### src/hw/rtl/rimp_pkg.sv
`timescale 1ns / 1ps
// ----------------------------------------------------------------------------
// rimp_pkg
// Shared types and constants for the interleaved RTP media packetizer.
// ----------------------------------------------------------------------------
package rimp_pkg;

  // configuration register indexes
  typedef enum logic [2:0] {
    REG_MAX_PAYLOAD       = 3'd0,
    REG_VIDEO_SSRC        = 3'd1,
    REG_AUDIO_SSRC        = 3'd2,
    REG_VIDEO_CHANNEL     = 3'd3,
    REG_AUDIO_CHANNEL     = 3'd4,
    REG_VIDEO_MARKER_TYPE = 3'd5,
    REG_AUDIO_MARKER_TYPE = 3'd6
  } reg_index_t;

  localparam int unsigned CFG_IDX_W  = 3;
  localparam int unsigned CFG_DATA_W = 32;

  localparam logic [15:0] RST_MAX_PAYLOAD       = 16'd1400;
  localparam logic [31:0] RST_VIDEO_SSRC        = 32'h5566_7788;
  localparam logic [31:0] RST_AUDIO_SSRC        = 32'h6677_8899;
  localparam logic [7:0]  RST_VIDEO_CHANNEL     = 8'd0;
  localparam logic [7:0]  RST_AUDIO_CHANNEL     = 8'd2;
  localparam logic [7:0]  RST_VIDEO_MARKER_TYPE = 8'h60;
  localparam logic [7:0]  RST_AUDIO_MARKER_TYPE = 8'hE1;

  localparam logic [15:0] MIN_PAYLOAD = 16'd3;

  localparam logic [7:0] SYNC_BYTE   = 8'h24;
  localparam logic [7:0] RTP_VERSION = 8'h80;
  localparam logic [7:0] FU_START    = 8'h80;
  localparam logic [7:0] FU_END      = 8'h40;
  localparam logic [7:0] FU_MIDDLE   = 8'h00;
  localparam logic [7:0] FU_NRI_MASK = 8'hE0;
  localparam logic [7:0] FU_TYP_MASK = 8'h1F;
  localparam logic [7:0] FU_A_TYPE   = 8'd28;
  localparam logic [7:0] AU_HDR_HI   = 8'h00;
  localparam logic [7:0] AU_HDR_LO   = 8'h10;

  localparam logic [15:0] RTP_HDR_LEN  = 16'd12;
  localparam logic [15:0] FU_FRAME_ADD = 16'd14;
  localparam logic [15:0] AU_FRAME_ADD = 16'd16;

  typedef struct packed {
    logic [15:0] max_payload;
    logic [31:0] video_ssrc;
    logic [31:0] audio_ssrc;
    logic [7:0]  video_channel;
    logic [7:0]  audio_channel;
    logic [7:0]  video_marker_type;
    logic [7:0]  audio_marker_type;
  } cfg_t;

  // one burst of output bytes caused by one input item
  typedef struct packed {
    logic        hdr;
    logic        fu;
    logic        au;
    logic        pay;
    logic        frame_end;
    logic [7:0]  channel;
    logic [15:0] flen;
    logic [7:0]  mt;
    logic [15:0] seq;
    logic [31:0] ts;
    logic [31:0] ssrc;
    logic [7:0]  fu_ind;
    logic [7:0]  fu_hdr;
    logic [12:0] au_len;
    logic [7:0]  data;
  } burst_t;

endpackage

### src/hw/rtl/rimp_ctrl.sv
`timescale 1ns / 1ps
// ----------------------------------------------------------------------------
// rimp_ctrl
// Per-unit framing state; turns each accepted byte into a burst descriptor.
// ----------------------------------------------------------------------------
module rimp_ctrl (
  input  logic             clk,
  input  logic             rst,
  input  logic             accept,
  input  logic [7:0]       payload_byte,
  input  logic             unit_start,
  input  logic [15:0]      unit_length,
  input  logic             is_audio,
  input  logic [31:0]      timestamp,
  input  rimp_pkg::cfg_t   cfg,
  output logic             load,
  output rimp_pkg::burst_t burst
);

  logic [15:0] video_seq;
  logic [15:0] audio_seq;
  logic [15:0] unit_remaining;
  logic [15:0] fragment_fill;
  logic [7:0]  saved_nal_header;
  logic [31:0] saved_timestamp;
  logic        unit_is_audio;
  logic        unit_fragmented;

  logic [15:0] unit_remaining_next;
  logic [15:0] fragment_fill_next;
  logic [7:0]  saved_nal_header_next;
  logic [31:0] saved_timestamp_next;
  logic        unit_is_audio_next;
  logic        unit_fragmented_next;

  logic [15:0] m;
  logic        strm;
  logic [7:0]  nal;
  logic        hdr;
  logic        fu;
  logic        au;
  logic        pay;
  logic [15:0] flen;
  logic [7:0]  mark;
  logic [15:0] fill_cur;
  logic [15:0] rem_cur;

  assign m    = (cfg.max_payload < rimp_pkg::MIN_PAYLOAD) ? rimp_pkg::MIN_PAYLOAD
                                                          : cfg.max_payload;
  assign strm = unit_start ? is_audio : unit_is_audio;
  assign nal  = unit_start ? payload_byte : saved_nal_header;

  always_comb begin
    unit_remaining_next   = unit_remaining;
    fragment_fill_next    = fragment_fill;
    saved_nal_header_next = saved_nal_header;
    saved_timestamp_next  = saved_timestamp;
    unit_is_audio_next    = unit_is_audio;
    unit_fragmented_next  = unit_fragmented;
    hdr      = 1'b0;
    fu       = 1'b0;
    au       = 1'b0;
    pay      = 1'b0;
    flen     = '0;
    mark     = rimp_pkg::FU_MIDDLE;
    fill_cur = fragment_fill;
    rem_cur  = unit_remaining;
    if (unit_start) begin
      unit_remaining_next  = '0;
      fragment_fill_next   = '0;
      unit_fragmented_next = 1'b0;
      if (unit_length != 16'd0) begin
        unit_is_audio_next   = is_audio;
        saved_timestamp_next = timestamp;
        if (is_audio) begin
          hdr      = 1'b1;
          au       = 1'b1;
          pay      = 1'b1;
          flen     = unit_length + rimp_pkg::AU_FRAME_ADD;
          fill_cur = unit_length;
          rem_cur  = unit_length;
        end else if (unit_length <= m) begin
          hdr      = 1'b1;
          pay      = 1'b1;
          flen     = unit_length + rimp_pkg::RTP_HDR_LEN;
          fill_cur = unit_length;
          rem_cur  = unit_length;
        end else begin
          saved_nal_header_next = payload_byte;
          unit_fragmented_next  = 1'b1;
          hdr                   = 1'b1;
          fu                    = 1'b1;
          mark                  = rimp_pkg::FU_START;
          flen                  = m + rimp_pkg::RTP_HDR_LEN;
          unit_remaining_next   = unit_length - 16'd1;
          fragment_fill_next    = m - 16'd2;
        end
      end
    end else if (unit_remaining != 16'd0) begin
      if (fragment_fill == 16'd0) begin
        if (!unit_fragmented) begin
          unit_remaining_next = '0;
        end else begin
          hdr = 1'b1;
          fu  = 1'b1;
          pay = 1'b1;
          if (({1'b0, unit_remaining} + 17'd2) <= {1'b0, m}) begin
            flen     = unit_remaining + rimp_pkg::FU_FRAME_ADD;
            mark     = rimp_pkg::FU_END;
            fill_cur = unit_remaining;
          end else begin
            flen     = m + rimp_pkg::RTP_HDR_LEN;
            mark     = rimp_pkg::FU_MIDDLE;
            fill_cur = m - 16'd2;
          end
        end
      end else begin
        pay = 1'b1;
      end
    end
    if (pay) begin
      fragment_fill_next  = fill_cur - 16'd1;
      unit_remaining_next = rem_cur - 16'd1;
    end
  end

  always_comb begin
    burst.hdr       = hdr;
    burst.fu        = fu;
    burst.au        = au;
    burst.pay       = pay;
    burst.frame_end = (fill_cur == 16'd1);
    burst.channel   = strm ? cfg.audio_channel : cfg.video_channel;
    burst.flen      = flen;
    burst.mt        = strm ? cfg.audio_marker_type : cfg.video_marker_type;
    burst.seq       = strm ? audio_seq : video_seq;
    burst.ts        = saved_timestamp_next;
    burst.ssrc      = strm ? cfg.audio_ssrc : cfg.video_ssrc;
    burst.fu_ind    = (nal & rimp_pkg::FU_NRI_MASK) | rimp_pkg::FU_A_TYPE;
    burst.fu_hdr    = mark | (nal & rimp_pkg::FU_TYP_MASK);
    burst.au_len    = unit_length[12:0];
    burst.data      = payload_byte;
  end

  assign load = accept && (hdr || pay);

  always_ff @(posedge clk) begin
    if (rst) begin
      video_seq        <= '0;
      audio_seq        <= '0;
      unit_remaining   <= '0;
      fragment_fill    <= '0;
      saved_nal_header <= '0;
      saved_timestamp  <= '0;
      unit_is_audio    <= 1'b0;
      unit_fragmented  <= 1'b0;
    end else if (accept) begin
      unit_remaining   <= unit_remaining_next;
      fragment_fill    <= fragment_fill_next;
      saved_nal_header <= saved_nal_header_next;
      saved_timestamp  <= saved_timestamp_next;
      unit_is_audio    <= unit_is_audio_next;
      unit_fragmented  <= unit_fragmented_next;
      if (hdr && strm) begin
        audio_seq <= audio_seq + 16'd1;
      end
      if (hdr && !strm) begin
        video_seq <= video_seq + 16'd1;
      end
    end
  end

  a_seq_only_on_header: assert property (@(posedge clk) disable iff (rst)
    (accept && !hdr) |=> ($stable(video_seq) && $stable(audio_seq)))
    else $error("sequence number moved without a frame header");

endmodule

### src/hw/rtl/rimp_ser.sv
`timescale 1ns / 1ps
// ----------------------------------------------------------------------------
// rimp_ser
// Holds one burst descriptor and sends its bytes out one per request.
// ----------------------------------------------------------------------------
module rimp_ser (
  input  logic             clk,
  input  logic             rst,
  input  logic             load,
  input  rimp_pkg::burst_t burst,
  output logic             ready,
  output logic             m_tvalid,
  input  logic             m_tready,
  output logic [7:0]       m_tdata,
  output logic             m_tlast,
  output logic             m_tuser
);

  localparam logic [4:0] POS_HDR = 5'd0;
  localparam logic [4:0] POS_HDR_END = 5'd15;
  localparam logic [4:0] POS_FU = 5'd16;
  localparam logic [4:0] POS_FU_END = 5'd17;
  localparam logic [4:0] POS_AU = 5'd18;
  localparam logic [4:0] POS_AU_END = 5'd21;
  localparam logic [4:0] POS_PAY = 5'd22;

  logic             busy;
  logic [4:0]       pos;
  rimp_pkg::burst_t d;
  logic [4:0]       nxt;
  logic             last;

  function automatic logic [4:0] first_pos(input rimp_pkg::burst_t b);
    logic [4:0] p;
    if (b.hdr) begin
      p = POS_HDR;
    end else if (b.fu) begin
      p = POS_FU;
    end else if (b.au) begin
      p = POS_AU;
    end else begin
      p = POS_PAY;
    end
    return p;
  endfunction

  always_comb begin
    if (pos == POS_HDR_END) begin
      nxt = d.fu ? POS_FU : (d.au ? POS_AU : POS_PAY);
    end else if (pos == POS_FU_END || pos == POS_AU_END || pos == POS_PAY) begin
      nxt = POS_PAY;
    end else begin
      nxt = pos + 5'd1;
    end
  end

  assign last = (pos == POS_PAY) || (nxt == POS_PAY && !d.pay);

  always_comb begin
    case (pos)
      5'd0:    m_tdata = rimp_pkg::SYNC_BYTE;
      5'd1:    m_tdata = d.channel;
      5'd2:    m_tdata = d.flen[15:8];
      5'd3:    m_tdata = d.flen[7:0];
      5'd4:    m_tdata = rimp_pkg::RTP_VERSION;
      5'd5:    m_tdata = d.mt;
      5'd6:    m_tdata = d.seq[15:8];
      5'd7:    m_tdata = d.seq[7:0];
      5'd8:    m_tdata = d.ts[31:24];
      5'd9:    m_tdata = d.ts[23:16];
      5'd10:   m_tdata = d.ts[15:8];
      5'd11:   m_tdata = d.ts[7:0];
      5'd12:   m_tdata = d.ssrc[31:24];
      5'd13:   m_tdata = d.ssrc[23:16];
      5'd14:   m_tdata = d.ssrc[15:8];
      5'd15:   m_tdata = d.ssrc[7:0];
      5'd16:   m_tdata = d.fu_ind;
      5'd17:   m_tdata = d.fu_hdr;
      5'd18:   m_tdata = rimp_pkg::AU_HDR_HI;
      5'd19:   m_tdata = rimp_pkg::AU_HDR_LO;
      5'd20:   m_tdata = d.au_len[12:5];
      5'd21:   m_tdata = {d.au_len[4:0], 3'b000};
      5'd22:   m_tdata = d.data;
      default: m_tdata = d.data;
    endcase
  end

  assign m_tvalid = busy;
  assign m_tlast  = (pos == POS_PAY) && d.frame_end;
  assign m_tuser  = last;
  assign ready    = !busy || (m_tready && last);

  always_ff @(posedge clk) begin
    if (rst) begin
      busy <= 1'b0;
      pos  <= POS_HDR;
    end else if (load) begin
      busy <= 1'b1;
      pos  <= first_pos(burst);
    end else if (busy && m_tready) begin
      if (last) begin
        busy <= 1'b0;
      end else begin
        pos <= nxt;
      end
    end
  end

  always_ff @(posedge clk) begin
    if (load) begin
      d <= burst;
    end
  end

  a_no_overwrite: assert property (@(posedge clk) disable iff (rst)
    load |-> (!busy || (m_tready && last)))
    else $error("burst loaded over one still in flight");

  a_stall_holds_pos: assert property (@(posedge clk) disable iff (rst)
    (busy && !m_tready) |=> $stable(pos))
    else $error("byte position moved during a stall");

  a_drain_idle: assert property (@(posedge clk) disable iff (rst)
    (busy && m_tready && last && !load) |=> !busy)
    else $error("burst not released after its last byte");

  a_pos_range: assert property (@(posedge clk) disable iff (rst)
    busy |-> (pos <= POS_PAY))
    else $error("byte position out of range");

endmodule

### src/hw/rtl/rtp_interleaved_media_packetizer.sv
`timescale 1ns / 1ps
// ----------------------------------------------------------------------------
// rtp_interleaved_media_packetizer
// Packs H.264 and AAC units into RTP-over-interleaved-TCP frames.
//
// channel  dir  signals                        contents
// s_       in   tvalid tready tdata tuser      media byte, length, timestamp, flags
// m_       out  tvalid tready tdata tlast tuser stream byte, frame end, item end
// cfg_     in   we index data                  register writes, no read-back
//
// one input byte is taken per cycle while it causes a single output byte
// and m_tready is high; a byte that opens a frame causes up to 21 output bytes,
// one per cycle while m_tready is high, so input stalls until they have left
// the descriptor register lets a new byte in on the cycle its last byte leaves
// reset is synchronous and clears stream state and registers to defaults
// ----------------------------------------------------------------------------
module rtp_interleaved_media_packetizer (
  input  logic                              clk,
  input  logic                              rst,
  input  logic                              s_tvalid,
  output logic                              s_tready,
  input  logic [55:0]                       s_tdata,  // payload_byte, unit_length, timestamp
  input  logic [1:0]                        s_tuser,  // unit_start, is_audio
  output logic                              m_tvalid,
  input  logic                              m_tready,
  output logic [7:0]                        m_tdata,  // out_byte
  output logic                              m_tlast,
  output logic                              m_tuser,  // last_of_item
  input  logic                              cfg_we,
  input  logic [rimp_pkg::CFG_IDX_W-1:0]    cfg_index,
  input  logic [rimp_pkg::CFG_DATA_W-1:0]   cfg_data
);

  rimp_pkg::cfg_t   cfg;
  rimp_pkg::burst_t burst;
  logic             accept;
  logic             load;

  always_ff @(posedge clk) begin
    if (rst) begin
      cfg.max_payload       <= rimp_pkg::RST_MAX_PAYLOAD;
      cfg.video_ssrc        <= rimp_pkg::RST_VIDEO_SSRC;
      cfg.audio_ssrc        <= rimp_pkg::RST_AUDIO_SSRC;
      cfg.video_channel     <= rimp_pkg::RST_VIDEO_CHANNEL;
      cfg.audio_channel     <= rimp_pkg::RST_AUDIO_CHANNEL;
      cfg.video_marker_type <= rimp_pkg::RST_VIDEO_MARKER_TYPE;
      cfg.audio_marker_type <= rimp_pkg::RST_AUDIO_MARKER_TYPE;
    end else if (cfg_we) begin
      case (cfg_index)
        rimp_pkg::REG_MAX_PAYLOAD:       cfg.max_payload       <= cfg_data[15:0];
        rimp_pkg::REG_VIDEO_SSRC:        cfg.video_ssrc        <= cfg_data;
        rimp_pkg::REG_AUDIO_SSRC:        cfg.audio_ssrc        <= cfg_data;
        rimp_pkg::REG_VIDEO_CHANNEL:     cfg.video_channel     <= cfg_data[7:0];
        rimp_pkg::REG_AUDIO_CHANNEL:     cfg.audio_channel     <= cfg_data[7:0];
        rimp_pkg::REG_VIDEO_MARKER_TYPE: cfg.video_marker_type <= cfg_data[7:0];
        rimp_pkg::REG_AUDIO_MARKER_TYPE: cfg.audio_marker_type <= cfg_data[7:0];
        default: ;
      endcase
    end
  end

  assign accept = s_tvalid && s_tready;

  rimp_ctrl u_ctrl (
    .clk          (clk),
    .rst          (rst),
    .accept       (accept),
    .payload_byte (s_tdata[7:0]),
    .unit_start   (s_tuser[0]),
    .unit_length  (s_tdata[23:8]),
    .is_audio     (s_tuser[1]),
    .timestamp    (s_tdata[55:24]),
    .cfg          (cfg),
    .load         (load),
    .burst        (burst)
  );

  rimp_ser u_ser (
    .clk      (clk),
    .rst      (rst),
    .load     (load),
    .burst    (burst),
    .ready    (s_tready),
    .m_tvalid (m_tvalid),
    .m_tready (m_tready),
    .m_tdata  (m_tdata),
    .m_tlast  (m_tlast),
    .m_tuser  (m_tuser)
  );

endmodule
### config.mk
export PLATFORM = sky130hd
export DESIGN_NAME = rtp_interleaved_media_packetizer
export DESIGN_NICKNAME = d
export VERILOG_FILES = /design/src/hw/rtl/rimp_pkg.sv /design/src/hw/rtl/rimp_ctrl.sv /design/src/hw/rtl/rimp_ser.sv /design/src/hw/rtl/rtp_interleaved_media_packetizer.sv
export SDC_FILE = /design/constraint.sdc
export NUM_CORES = 1
export LEC_CHECK = 0
export ABC_AREA = 1
export BUFFER_PORTS_ARGS = -buffer_cell sky130_fd_sc_hd__buf_2
export CORE_AREA = 5 5 226 228
export DETAILED_ROUTE_END_ITERATION = 12
export DIE_AREA = 0 0 231 233
export MAX_ROUTING_LAYER = met4
export PLACE_DENSITY = 0.65
export RECOVER_POWER = 100
export SLEW_MARGIN = 30
export SYNTH_ARGS = -nofsm -noshare
export SYNTH_HDL_FRONTEND = slang
export SYNTH_HIERARCHICAL = 1
export SYNTH_SLANG_ARGS = --single-unit
### constraint.sdc
create_clock -name clk -period 9.66 [get_ports clk]
set_input_delay 1.932 -clock clk [delete_from_list [all_inputs] [get_ports clk]]
set_output_delay 1.932 -clock clk [all_outputs]
set_load 0.005 [all_outputs]
=== After elaboration in Yosys (flattened, before gate mapping) ===
Cells that the tools add are included.

* Reduce and logical (&&, ||, !) cells: 42
* Bitwise logic cells: 3
* $lt $le $gt $ge: 3
* Equality and inequality tests: 32
* Add/sub/neg operators: 12
* Multiplexer cells: 82

{| class="wikitable"
|+ Operators with widths
! operator !! number
|-
| 16-bit two-way mux || 35
|-
| 8-bit case mux with 22 select lines || 1
|-
| 32-bit two-way mux || 3
|-
| 8-bit two-way mux || 10
|-
| 16-bit by 4-bit adder with 16-bit output (second input constant) || 3
|-
| 16-bit by 1-bit subtractor with 16-bit output (second input constant) || 3
|-
| 5-bit by 4-bit == test with 1-bit output (second input constant) || 8
|-
| 5-bit == test (second input constant) || 8
|-
| 5-bit two-way mux || 8
|-
| 16-bit by 1-bit adder with 16-bit output (second input constant) || 2
|-
| 16-bit nonzero test || 2
|-
| 2-bit AND reduction || 13
|-
| 1-bit two-way mux || 22
|-
| 5-bit by 3-bit == test with 1-bit output (second input constant) || 4
|-
| 16-bit by 2-bit adder with 17-bit output (second input constant) || 1
|-
| 17-bit by 16-bit less-or-equal comparator with 1-bit output || 1
|-
| 16-bit by 5-bit adder with 16-bit output (second input constant) || 1
|-
| 16-bit by 1-bit == test with 1-bit output (second input constant) || 1
|-
| 16-bit less-or-equal comparator || 1
|-
| 16-bit zero test || 1
|-
| 16-bit by 2-bit less-than comparator with 1-bit output (second input constant) || 1
|-
| 16-bit by 2-bit subtractor with 16-bit output (second input constant) || 1
|-
| 5-bit by 2-bit == test with 1-bit output (second input constant) || 2
|-
| 3-bit == test (second input constant) || 3
|-
| other kinds (20) || 39
|}

* Bits in registers: 372
* Input port bits: 98

=== Logic depth before layout (Yosys ltp) ===
Gate-level depths: netlist (run 1).

* Depth after elaboration: 14
* Mapped depth: 32

=== Cells and area by module ===
Netlist (run 1), hierarchy kept.

{| class="wikitable"
|+ Modules (own cells, without submodules)
! module !! area each (µm²) !! cells an instance !! instances
|-
| rimp_ctrl || 10805.4 || 1855 || 1
|-
| rimp_ser || 6493.7 || 509 || 1
|-
| rtp_interleaved_media_packetizer || 4291.6 || 604 || 1
|}

=== Least setup slack after synthesis (run 1) ===
No wires, ideal clock.

* Kind: input-to-reg
* From: input s_tdata[10]
* To: register u_ser.pos[4]
* Data arrival time: 7926 ps
* Path slack: 1615 ps
* Stages on the path: 19
* Path buffers: 3
* Path through: clkbuf_1 > inv_1 > ha_1 > nand2_1 > nor3_1 > nand2_1 > nand2_4 > inv_4 > nand2_4 > nand2_1 > clkbuf_1 > buf_1 > o21ai_0 > inv_1 > inv_1 > nand2_1 > o21ai_0 > a21oi_1 > nor2_1

* Longest elaborated chain between the ends: 9
* Elaborated cells between the ends (all ways): 15
* Classes of those cells: order compare (1); eq/ne (1); mux (8); reduce/logical (5)

{| class="wikitable"
|+ Ends and longest elaborated chain
! element !! RTL line !! source
|-
| start, declared || rtp_interleaved_media_packetizer.sv:22 || <nowiki>input logic [55:0] s_tdata,</nowiki>
|-
| 16-bit less-or-equal comparator || rimp_ctrl.sv:82 || <nowiki>end else if (unit_length <= m) begin</nowiki>
|-
| 1-bit two-way mux || rimp_ctrl.sv:82 ||
|-
| 1-bit two-way mux || rimp_ctrl.sv:75 || <nowiki>if (is_audio) begin</nowiki>
|-
| 1-bit two-way mux * || rimp_ctrl.sv:72 || <nowiki>if (unit_length != 16'd0) begin</nowiki>
|-
| 1-bit two-way mux * || rimp_ctrl.sv:68 || <nowiki>if (unit_start) begin</nowiki>
|-
| net u_ctrl.pay || rimp_ctrl.sv:42 || <nowiki>logic pay;</nowiki>
|-
| 1-bit logical OR * || rimp_ctrl.sv:145 || <nowiki>assign load = accept && (hdr || pay);</nowiki>
|-
| 1-bit logical AND * || rimp_ctrl.sv:145 ||
|-
| net load || rtp_interleaved_media_packetizer.sv:37 || <nowiki>logic load;</nowiki>
|-
| 2-bit != test (no line) or 2-bit nonzero test (tied branches) || -- ||
|-
| 2-bit AND reduction (no line) || -- ||
|-
| end signal, assigned || rimp_ser.sv:99 || <nowiki>pos <= first_pos(burst);</nowiki>
|-
| end signal, assigned || rimp_ser.sv:104 || <nowiki>pos <= nxt;</nowiki>
|-
| end, declared || rimp_ser.sv:28 || <nowiki>logic [4:0] pos;</nowiki>
|}

The timed path passes the listed nets; every way through them passes the cells marked *.
A chain may end at the register's enable or synchronous reset.

=== Final worst setup path (run 1) ===
* From: input s_tuser[0]
* To: register u_ctrl.video_seq[14]

* Longest elaborated chain between the ends: 4
* Elaborated cells between the ends (all ways): 5
* Classes of those cells: mux (2); reduce/logical (3)

{| class="wikitable"
|+ Ends and longest elaborated chain
! element !! RTL line !! source
|-
| start, declared || rtp_interleaved_media_packetizer.sv:23 || <nowiki>input logic [1:0] s_tuser,</nowiki>
|-
| 1-bit two-way mux || rimp_ctrl.sv:50 || <nowiki>assign strm = unit_start ? is_audio : unit_is_audio;</nowiki>
|-
| 1-bit zero test || rimp_ctrl.sv:167 || <nowiki>if (hdr && !strm) begin</nowiki>
|-
| 1-bit logical AND * || rimp_ctrl.sv:167 ||
|-
| 2-bit AND reduction (no line) * || -- ||
|-
| end signal, assigned || rimp_ctrl.sv:168 || <nowiki>video_seq <= video_seq + 16'd1;</nowiki>
|-
| end, declared || rimp_ctrl.sv:20 || <nowiki>logic [15:0] video_seq;</nowiki>
|}

Mark *: on every way between the ends. The rest lies on a longest branch, timed or not.

==> flow_summary.ini, run 1 <==
[global_route]
antenna_found_initial = 1
track_usage_pct = 30.3
grt_max_degree = 88
grt_pass1_vias = 19221
grt_pass1_wl_um = 121000
grt_overflow_total = 0

[layout]
drive_gt1_share_pct = 9.00
syn2layout_area_growth_pct = 9.21
fin_nets = 3150
n_fill_cell = 4957
final_cell_area_sq_mm = 0.0236

[worst_setup_path]
critPathCaptureType = flop
reg2reg_to = u_ctrl/audio_seq[15]
cp_data_arrival_time_ps = 7790
crit_fanout = 50
critPathRequiredTime_ps = 10150
reg2reg_depth = 22
criticalPathCategory = in -> reg
critPathSlowestCell = clkbuf_1
regToRegSetupSlack_ps = 2560
critPathMaxStageDelay_ps = 1620
path_cells = buf_2 > clkbuf_1 > inv_1 > nand2_1 > nand2_2 > buf_4 > inv_1 > buf_4 > nand3_1 > nor3_1 > nand4_1 > nor2_1 > nand3_1 > inv_1 > nand2_1 > nand2_1 > nand2_1 > nor2_1
r2r_start = u_ser/pos[2]
cpLargestDelayFamily = buffers and inverters
cp-start-kind = input port
path_buf_inv = 7
crit_top_cell = nand2_1

[timing]
skew_ps = 24.4
fin_crit_ps = 7300
max-slew-margin-rel_pct = -147
fmax_mhz = 137
rsz0062_at_grt = false
hold_violations = 0
finalSetupTns_ps = 0
finalCritPeriodShare_pct = 75.5
finalSetupViolations = 0
tightest_slew_ps = 3710
slew_viol_final = 263

[yosys]
syn_inst = 2968
synth-edff-count = 153
synth_cell_types = 70
synth_area_leader_cell = edfxtp_1
ys_ff_latch = 377
synth_warnings = 6
synth_top_area_share_pct = 21.3
avgSynthCellArea_sq_um = 7.27
syn-cell-area_sq_mm = 0.0216
async_flop_share_pct = 0
ys.flop_type = dfxtp_1
yosys-top-cells-area = edfxtp_1 (21%), dfxtp_1 (21%), nand2_1 (16%)
seq_area_frac_synth_pct = 42.0

[route]
wl_met1_um = 33100
num_vias = 20362
finalWirelength_um = 81200
wl_met2_um = 38900
route.detailed.drc = 0
viasPerCell = 5.57
drtIter0Drc = 2132
drtAntennaViolNets = 0
dr_wl_met3_um = 4690
maxUsedRoutingLayer = met4
wl_per_cell_um = 22.2
dr.pass1.iters = 6

[status]
status = complete, but fails checks
violations = capacitance limit, slew limit

[placed_design]
place_hpwl_um = 60800
place.gp.congestion = 1.01
place_area_sq_mm = 0.0223
portBuffers = 109

[clock_tree]
hold_buffers = 0
post_cts_buffers = 0
cts_resized = 0
cts-buffers-inserted = 42
clock_latency_ps = 560
clkSinkCount = 377
clockBufferDepth = 3
h-tree-depth = 2
cts_tree = yes
cts_root_buf = clkbuf_16
clkTransAtPathRegs_ps = 60

[worst_hold_path]
hold_end = u_ctrl/saved_nal_header[2]
hold_path_class = reg -> reg
hold_start = u_ctrl/saved_nal_header[2]
hold_depth = 2

[power_and_ir_drop]
p_leak_nw = 10.0
seq_power_share_pct = 43.3
power_density_mw_per_mm2 = 181
finalPower_mw = 4.27
p_int_mw = 2.95
peakVddDrop_uv = 107
pwr-share-clk_pct = 37.8
pwr-share-comb_pct = 19.0
p_sw_mw = 1.32
p_sw_share_pct = 31.0

[floorplan]
die_h_um = 233
die_area_sq_mm = 0.0538
core_sq_mm = 0.0486
io_pins = 110
die_x_um = 231
rows = 81
start_util_pct = 44.4

[job]
drv_cap = 5
==> worst max path at each step <==
stage | from | slack (ps) | cells past startpoint | endpoint
after floorplan | s_tdata[10] | 1610 | 19 | u_ser/pos[4]
after global placement | s_tdata[10] | 2970 | 14 | u_ser/d[95]
after detailed placement | s_tdata[10] | 3230 | 14 | u_ser/d[103]
after CTS | s_tdata[10] | 3830 | 14 | u_ser/d[76]
after global routing | u_ser/pos[2] | 1860 | 22 | u_ctrl/audio_seq[15]
final | s_tuser[0] | 2360 | 18 | u_ctrl/video_seq[14]
==> synthesized netlist by cell type, types with 38 or more instances <==
library cell / number
xor2_1: 59
ha_1: 52
clkbuf_1: 55
nor2_1: 334
nand2_1: 898
a21oi_1: 156
buf_4: 38
dfxtp_1: 224
nand3_1: 269
edfxtp_1: 153
o21ai_0: 128
inv_1: 213
==> worst register-to-register path, delay by kind of cell (launching register included) <==
family                 cells  cell delay [ps]
buffers and inverters      4             1290
and+or+nand+nor           15             4670
AOI/OAI and AO/OA          3              380
DFF                        1              650
==> registers in the layout (all words and copies together), names as in the netlist <==
name / count
u_ser/pos: 5
u_ser/m_tvalid: 1
u_ctrl/audio_seq: 16
cfg: 112
u_ctrl/fragment_fill: 16
u_ctrl/video_seq: 16
u_ctrl/unit_is_audio: 1
u_ctrl/saved_timestamp: 32
u_ser/d: 153
u_ctrl/unit_remaining: 16
u_ctrl/unit_fragmented: 1
u_ctrl/saved_nal_header: 8
==> power groups by stage <==
| stage | Combinational (mW) | Sequential [mW] | Clock, mW |
|---|---|---|---|
| 2_1_floorplan | 0.536 | 1.85 | 0 |
| 3_3_place_gp | 0.799 | 1.88 | 0 |
| 3_5_place_dp | 0.805 | 1.88 | 0 |
| 4_1_cts | 0.808 | 1.84 | 1.64 |
| 5_1_grt | 0.880 | 1.85 | 1.71 |
| 6_report | 0.808 | 1.85 | 1.61 |
==> cells in the final DEF, fill, tap and decap left out, types with 38 or more instances in the layout <==
cell,n
clkbuf_16,44
ha_1,52
xor2_1,59
nand2_1,903
a21oi_1,156
nand3_1,270
dfxtp_1,224
o21ai_0,137
edfxtp_1,153
inv_1,218
clkbuf_1,38
buf_2,83
nor2_1,345
==> routing by layer <==
layer | track usage (%) | up-vias
met5 | - | -
met4 | 13.5 | 0
met3 | 3.25 | 149
met2 | 50.1 | 768
met1 | 37.7 | 9651
li1 | - | 9794
==> metrics by stage <==
step	hold slack [ps]	instances	util [%]	setup WS, ps
3_5_place_dp	442	3578	45.9	3230
4_1_cts	451	3654	48.8	3830
3_3_place_gp	435	3577	45.9	2970
5_1_grt	471	3655	48.5	1860
6_report	450	3656	48.5	2360
2_1_floorplan	424	2972	-	1610
==> final cells by class <==
type | count | area (sq um) | area share (%)
Clock buffer | 60 | 1240 | 5.27
Tap cell | 622 | 778 | 3.30
Inverter | 251 | 953 | 4.04
Antenna cell | 2 | 5.00 | 0.0212
Multi-Input combinational cell | 2196 | 10700 | 45.4
Sequential cell | 377 | 9080 | 38.5
Timing Repair Buffer | 132 | 687 | 2.91
Clock inverter | 16 | 140 | 0.594
==> logic make-up after synthesis <==
kind of cell	count (synthesis)	synth area share (%)
AO/OA/AOI/OAI	395	10.5
XOR/XNOR	63	2.56
adder cells (fa/ha/maj)	52	3.01
buffers and inverters	399	8.06
flip-flops	377	42.0
other	2	0.0348
AND/OR/NAND/NOR	1680	33.8
(Power assumes the default switching activity.)
==> run 2: changes to the inputs <==
- ABC_AREA: 1 -> 0
- CORE_AREA: 5 5 226 228 -> 5 5 225 227
- DIE_AREA: 0 0 231 233 -> 0 0 230 232
- PLACE_DENSITY: 0.65 -> 0.68
- clock period: 9.66 -> 6.3 ns (I/O delays scaled with it)
==> flow_summary.ini, run 2 <==
[status]
status = complete, but fails checks
violations = capacitance limit, slew limit

[layout]
top_register = u_ser/d
largest_register_ffs = 153
reg.largest.list = u_ser/d (153), cfg (112), u_ctrl/saved_timestamp (32)
final_common_cell = nand2_1
most-common-layout-cells = nand2_1 (277), dfxtp_1 (224), nor2_1 (220), edfxtp_1 (153), mux2i_1 (133)
syn2layout_area_growth_pct = 9.90
n_fill_cell = 4546
fin_nets = 2483
drive_gt1_share_pct = 13.9

[yosys]
synth_most_common_cell = nand2_1
syn_inst = 2315
synth_cell_types = 105
synth-edff-count = 153
synth_area_leader_cell = edfxtp_1
synth_warnings = 6
yosys-top-cells-area = edfxtp_1 (21%), dfxtp_1 (21%), mux2i_1 (6.2%)
syn-cell-area_sq_mm = 0.0215
async_flop_share_pct = 0
synth_common_cells = nand2_1 (277), dfxtp_1 (224), nor2_1 (220)
avgSynthCellArea_sq_um = 9.29
ys.flop_type = dfxtp_1
synth_top_area_share_pct = 21.4
seq_area_frac_synth_pct = 42.2
ys_ff_latch = 377

[clock_tree]
hold_buffers = 0
cts_resized = 0
clock_latency_ps = 570
cts_tree = yes
clkSinkCount = 377
post_cts_buffers = 0
cts_root_buf = clkbuf_16
clockBufferDepth = 3
h-tree-depth = 2
clkTransAtPathRegs_ps = 60
cts-buffers-inserted = 43

[global_route]
grt_max_degree = 100
track_usage_pct = 26.6
grt_pass1_vias = 17544
grt_overflow_total = 0
grt_pass1_wl_um = 107000
antenna_found_initial = 2

[route]
finalWirelength_um = 71300
dr.pass1.iters = 6
wl_per_cell_um = 23.9
num_vias = 17908
drtAntennaViolNets = 0
route.detailed.drc = 0
drtIter0Drc = 2293
viasPerCell = 5.99

[timing]
finalCritPeriodShare_pct = 94.5
rsz0062_at_grt = false
finalSetupViolations = 0
finalSetupTns_ps = 0
fmax_mhz = 168
fin_crit_ps = 5960
max-slew-margin-rel_pct = -130
whs_ps = 453
tightest_slew_ps = 3450
skew_ps = 17.3
hold_violations = 0
slew_viol_final = 358

[power_and_ir_drop]
p_leak_nw = 9.09
finalPower_mw = 6.64
pwr-share-comb_pct = 19.0
pwr-share-clk_pct = 38.2
seq_power_share_pct = 42.8
p_sw_share_pct = 30.2
power_density_mw_per_mm2 = 281
p_int_mw = 4.64
p_sw_mw = 2.01
peakVddDrop_uv = 253

[worst_setup_path]
cp-start-kind = flop
crit_fanout = 20
criticalPathCategory = reg -> reg
critPathRequiredTime_ps = 6660
path_cells = nand3_1 > or2_2 > inv_1 > nand3_1 > nor2_1 > nand3_1 > nor2_1 > xor2_1 > ha_1 > nand3_1 > nor3_1 > a21boi_0 > a22o_1 > nor2_1 > a211oi_1 > or2_2 > inv_1 > ha_1 > nand4_4 > nor3b_2 > and3_2 > nor3_1 > nor4_1
regToRegSetupSlack_ps = 340
critPathSlowestCell = a22o_1
critPathMaxStageDelay_ps = 720
crit_top_cell = nand3_1
critPathCaptureType = flop
cp_data_arrival_time_ps = 6310

[placed_design]
portBuffers = 109
place_hpwl_um = 51300
place.gp.congestion = 0.983

[floorplan]
die_h_um = 232
io_pins = 110
start_util_pct = 44.4
rows = 81
core_sq_mm = 0.0484
die_area_sq_mm = 0.0534
die_x_um = 230

[worst_hold_path]
hold_path_class = reg -> reg

[job]
drv_cap = 6
## run 2: cell types whose count changed in the layout (fill, tap and decap cells not counted), moves of 23 or more
cell	delta
a21oi_1	-25
and3_1	+26
inv_1	-181
inv_2	-23
mux2_2	+76
mux2i_1	+133
nand2_1	-626
nand2b_1	+100
nand3_1	-216
nor2_1	-125
o21ai_0	-47
xnor2_1	+55
## run 2: cell families after synthesis
| family | share of synthesized area [%] |
|---|---|
| DFF | 42.2 |
| xor gates and xnor gates | 4.52 |
| other | 0.0349 |
| and+or+nand+nor | 20.5 |
| buffers and inverters | 5.15 |
| muxes | 11.4 |
| AOI/OAI and AO/OA | 13.2 |
| adders and majority gates | 3.02 |
## run 2: worst max-delay path: cells and delay by family, from the launching register on
family	cells	cell delay (ps)
XOR/XNOR	1	90
adder cells (fa/ha/maj)	2	550
buffers and inverters	2	110
AO/OA/AOI/OAI	3	1700
flip-flops	1	680
AND/OR/NAND/NOR	15	2620
## run 2: final timing paths
check                                                 from                    endpoint  cells after the start
worst max register to register    u_ctrl/unit_remaining[6]    u_ctrl/fragment_fill[10]                     23
worst min-delay path            u_ctrl/saved_nal_header[0]  u_ctrl/saved_nal_header[0]                      2
worst min register to register  u_ctrl/saved_nal_header[0]  u_ctrl/saved_nal_header[0]                      2
worst max-delay path              u_ctrl/unit_remaining[6]    u_ctrl/fragment_fill[10]                     23
## run 2: area by class of cell
class	count	area [sq um]	area share, %
clock inverter	27	290	1.23
clock buffer	51	1140	4.80
sequential	377	9080	38.4
timing repair buffer	164	855	3.61
multi-input combinational	1708	11400	48.0
antenna	1	2.50	0.0106
inverter	39	149	0.630
tap	622	778	3.29
## run 2: metrics by stage
step / util [%] / worst slack [ps] / instance area (sq um) / std cells
after global placement: 46.1 / 881 / 22300 / 2910
after floorplan: - / 743 / 21500 / 2319
after global routing: 48.8 / 97.0 / 23600 / 2989
final: 48.8 / 345 / 23600 / 2989
after detailed placement: 46.1 / 688 / 22400 / 2910
after CTS: 49.1 / 677 / 23800 / 2988
## run 2: power groups by stage
stage	logic [mW]	clock network [mW]	registers (mW)
global route	1.36	2.69	2.85
global placement	1.23	0	2.89
detailed placement	1.24	0	2.89
finish	1.26	2.54	2.84
floorplan	0.880	0	2.81
CTS	1.25	2.59	2.84
## run 2: per-layer routing
metal  part of all wire (%)  vias up  global-route usage, %
met4                    4.1        0                   9.83
li1                       -     8298                      -
met2                     47      803                   43.1
met3                    6.7      162                   4.00
met1                     42     8645                   34.0
met5                      0        -                      -
==> run 3: changes to the inputs <==
- CORE_AREA: 5 5 225 227 -> 5 5 289 178
- DIE_AREA: 0 0 230 232 -> 0 0 294 183
- PLACE_DENSITY: 0.68 -> 0.67
==> flow_summary.ini, run 3 (same netlist as run 2, synthesis figures left out) <==
[status]
status = complete, but fails checks
violations = capacitance limit, slew limit

[floorplan]
die_h_um = 183
die_area_sq_mm = 0.0538
rows = 63
start_util_pct = 44.2
die_x_um = 294
core_sq_mm = 0.0486
io_pins = 110

[global_route]
grt_overflow_total = 0
grt_pass1_wl_um = 109000
grt_max_degree = 175
grt_pass1_vias = 16739
antenna_found_initial = 2
track_usage_pct = 27.2

[timing]
finalCritPeriodShare_pct = 94.7
finalSetupTns_ps = 0
rsz0062_at_grt = false
tightest_slew_ps = 4130
finalSetupViolations = 0
slew_viol_final = 406
skew_ps = 36.9
fin_crit_ps = 5970
worst_slack_ps = 333
hold_violations = 0
max-slew-margin-rel_pct = -175
fmax_mhz = 168

[worst_setup_path]
cp-start-kind = input port
critPathRequiredTime_ps = 6700
crit_top_cell = nor2_1
reg2reg_depth = 8
r2r_start = u_ser/pos[2]
path_buf_inv = 4
critPathCaptureType = flop
critPathMaxStageDelay_ps = 860
reg2reg_to = u_ser/d[29]
regToRegSetupSlack_ps = 380
path_cells = clkbuf_1 > ha_1 > nand4_1 > nor4_1 > a21boi_0 > o31a_2 > nor2_1 > buf_4 > nor2_1 > inv_1 > clkbuf_2 > a221o_1 > o21ai_0 > nor2_1
critPathSlowestCell = nor2_1
cpLargestDelayFamily = buffers and inverters
crit_fanout = 17
criticalPathCategory = in -> reg
cp_data_arrival_time_ps = 6370

[worst_hold_path]
hold_start = u_ctrl/saved_timestamp[20]
hold_depth = 2
hold_path_class = reg -> reg
hold_end = u_ctrl/saved_timestamp[20]

[clock_tree]
clkSinkCount = 377
cts_root_buf = clkbuf_16
post_cts_buffers = 0
cts_tree = yes
clockBufferDepth = 3
clkTransAtPathRegs_ps = 70
hold_buffers = 0
cts_resized = 0
h-tree-depth = 2
clock_latency_ps = 570
cts-buffers-inserted = 39

[layout]
fin_nets = 2481
largest_register_ffs = 153
reg.largest.list = u_ser/d (153), cfg (112), u_ctrl/saved_timestamp (32)
final_cell_area_sq_mm = 0.0235
final_common_cell = nand2_1
multi_input_area_sq_mm = 0.0113
syn2layout_area_growth_pct = 9.40
top_register = u_ser/d
seq_area_sq_mm = 0.00908
n_fill_cell = 4540
drive_gt1_share_pct = 13.5
most-common-layout-cells = nand2_1 (277), dfxtp_1 (224), nor2_1 (220), edfxtp_1 (153), mux2i_1 (133)

[power_and_ir_drop]
p_leak_nw = 9.02
finalPower_mw = 6.44
power_density_mw_per_mm2 = 274
peakVddDrop_uv = 210

[route]
drtIter0Drc = 2293
num_vias = 18205
viasPerCell = 6.04
drtAntennaViolNets = 0
dr.pass1.iters = 8
wl_per_cell_um = 24.7
finalWirelength_um = 74500
route.detailed.drc = 0

[job]
drv_cap = 6

[placed_design]
place_area_sq_mm = 0.0224
portBuffers = 109
place_ws_ps = 743
place.gp.congestion = 1.03
place_hpwl_um = 54700
## run 3: worst max path at each step
stage | startpoint | endpoint | cells after the start
after floorplan | s_tdata[12] | u_ser/pos[2] | 13
after global placement | u_ctrl/unit_remaining[4] | u_ctrl/fragment_fill[15] | 21
after detailed placement | u_ctrl/unit_remaining[4] | u_ctrl/fragment_fill[15] | 21
after CTS | u_ctrl/unit_remaining[4] | u_ctrl/fragment_fill[15] | 21
after global routing | u_ser/pos[2] | u_ser/d[29] | 8
final | s_tdata[19] | u_ctrl/fragment_fill[0] | 14
## run 3: power breakdown
| part | internal (mW) | total, mW | switching, mW |
|---|---|---|---|
| logic | 0.457 | 1.29 | 0.837 |
| clock network | 1.23 | 2.29 | 1.06 |
| registers | 2.71 | 2.86 | 0.145 |
## run 3: worst reg2reg max path, delay by kind of cell (launching register included)
kind                     cells  cell delay [ps]
AO/OA/AOI/OAI                3             1810
AND/OR/NAND/NOR              3             1060
flip-flops                   1             1080
adder cells (fa/ha/maj)      1              580
buffers and inverters        1              980
## run 3: area by class of cell
class | count | area share, %
flip-flops and latches | 377 | 38.6
repair buffers | 166 | 3.91
clock inverters | 24 | 0.888
clock buffers | 47 | 4.36
inverters | 39 | 0.633
diodes | 1 | 0.0106
multi-input cells | 1708 | 48.2
well taps | 650 | 3.46
## run 3: stage by stage
stage | hold slack, ps | util, % | std cells
global placement | 439 | 46.1 | 2939
floorplan | 434 | - | 2319
CTS | 458 | 48.6 | 3010
global route | 474 | 48.4 | 3012
detailed placement | 448 | 46.1 | 2939
finish | 457 | 48.4 | 3012
## run 3: per-layer routing
metal  part of all wire, %  routed length, um  track usage [%]  vias to the layer above
met2                    38              28100             34.2                      974
met4                   1.9               1400             4.84                        0
met3                    15              11100             11.5                      114
met5                     0                  0                -                        -
li1                      -                  -                -                     8281
met1                    45              33800             40.5                     8836
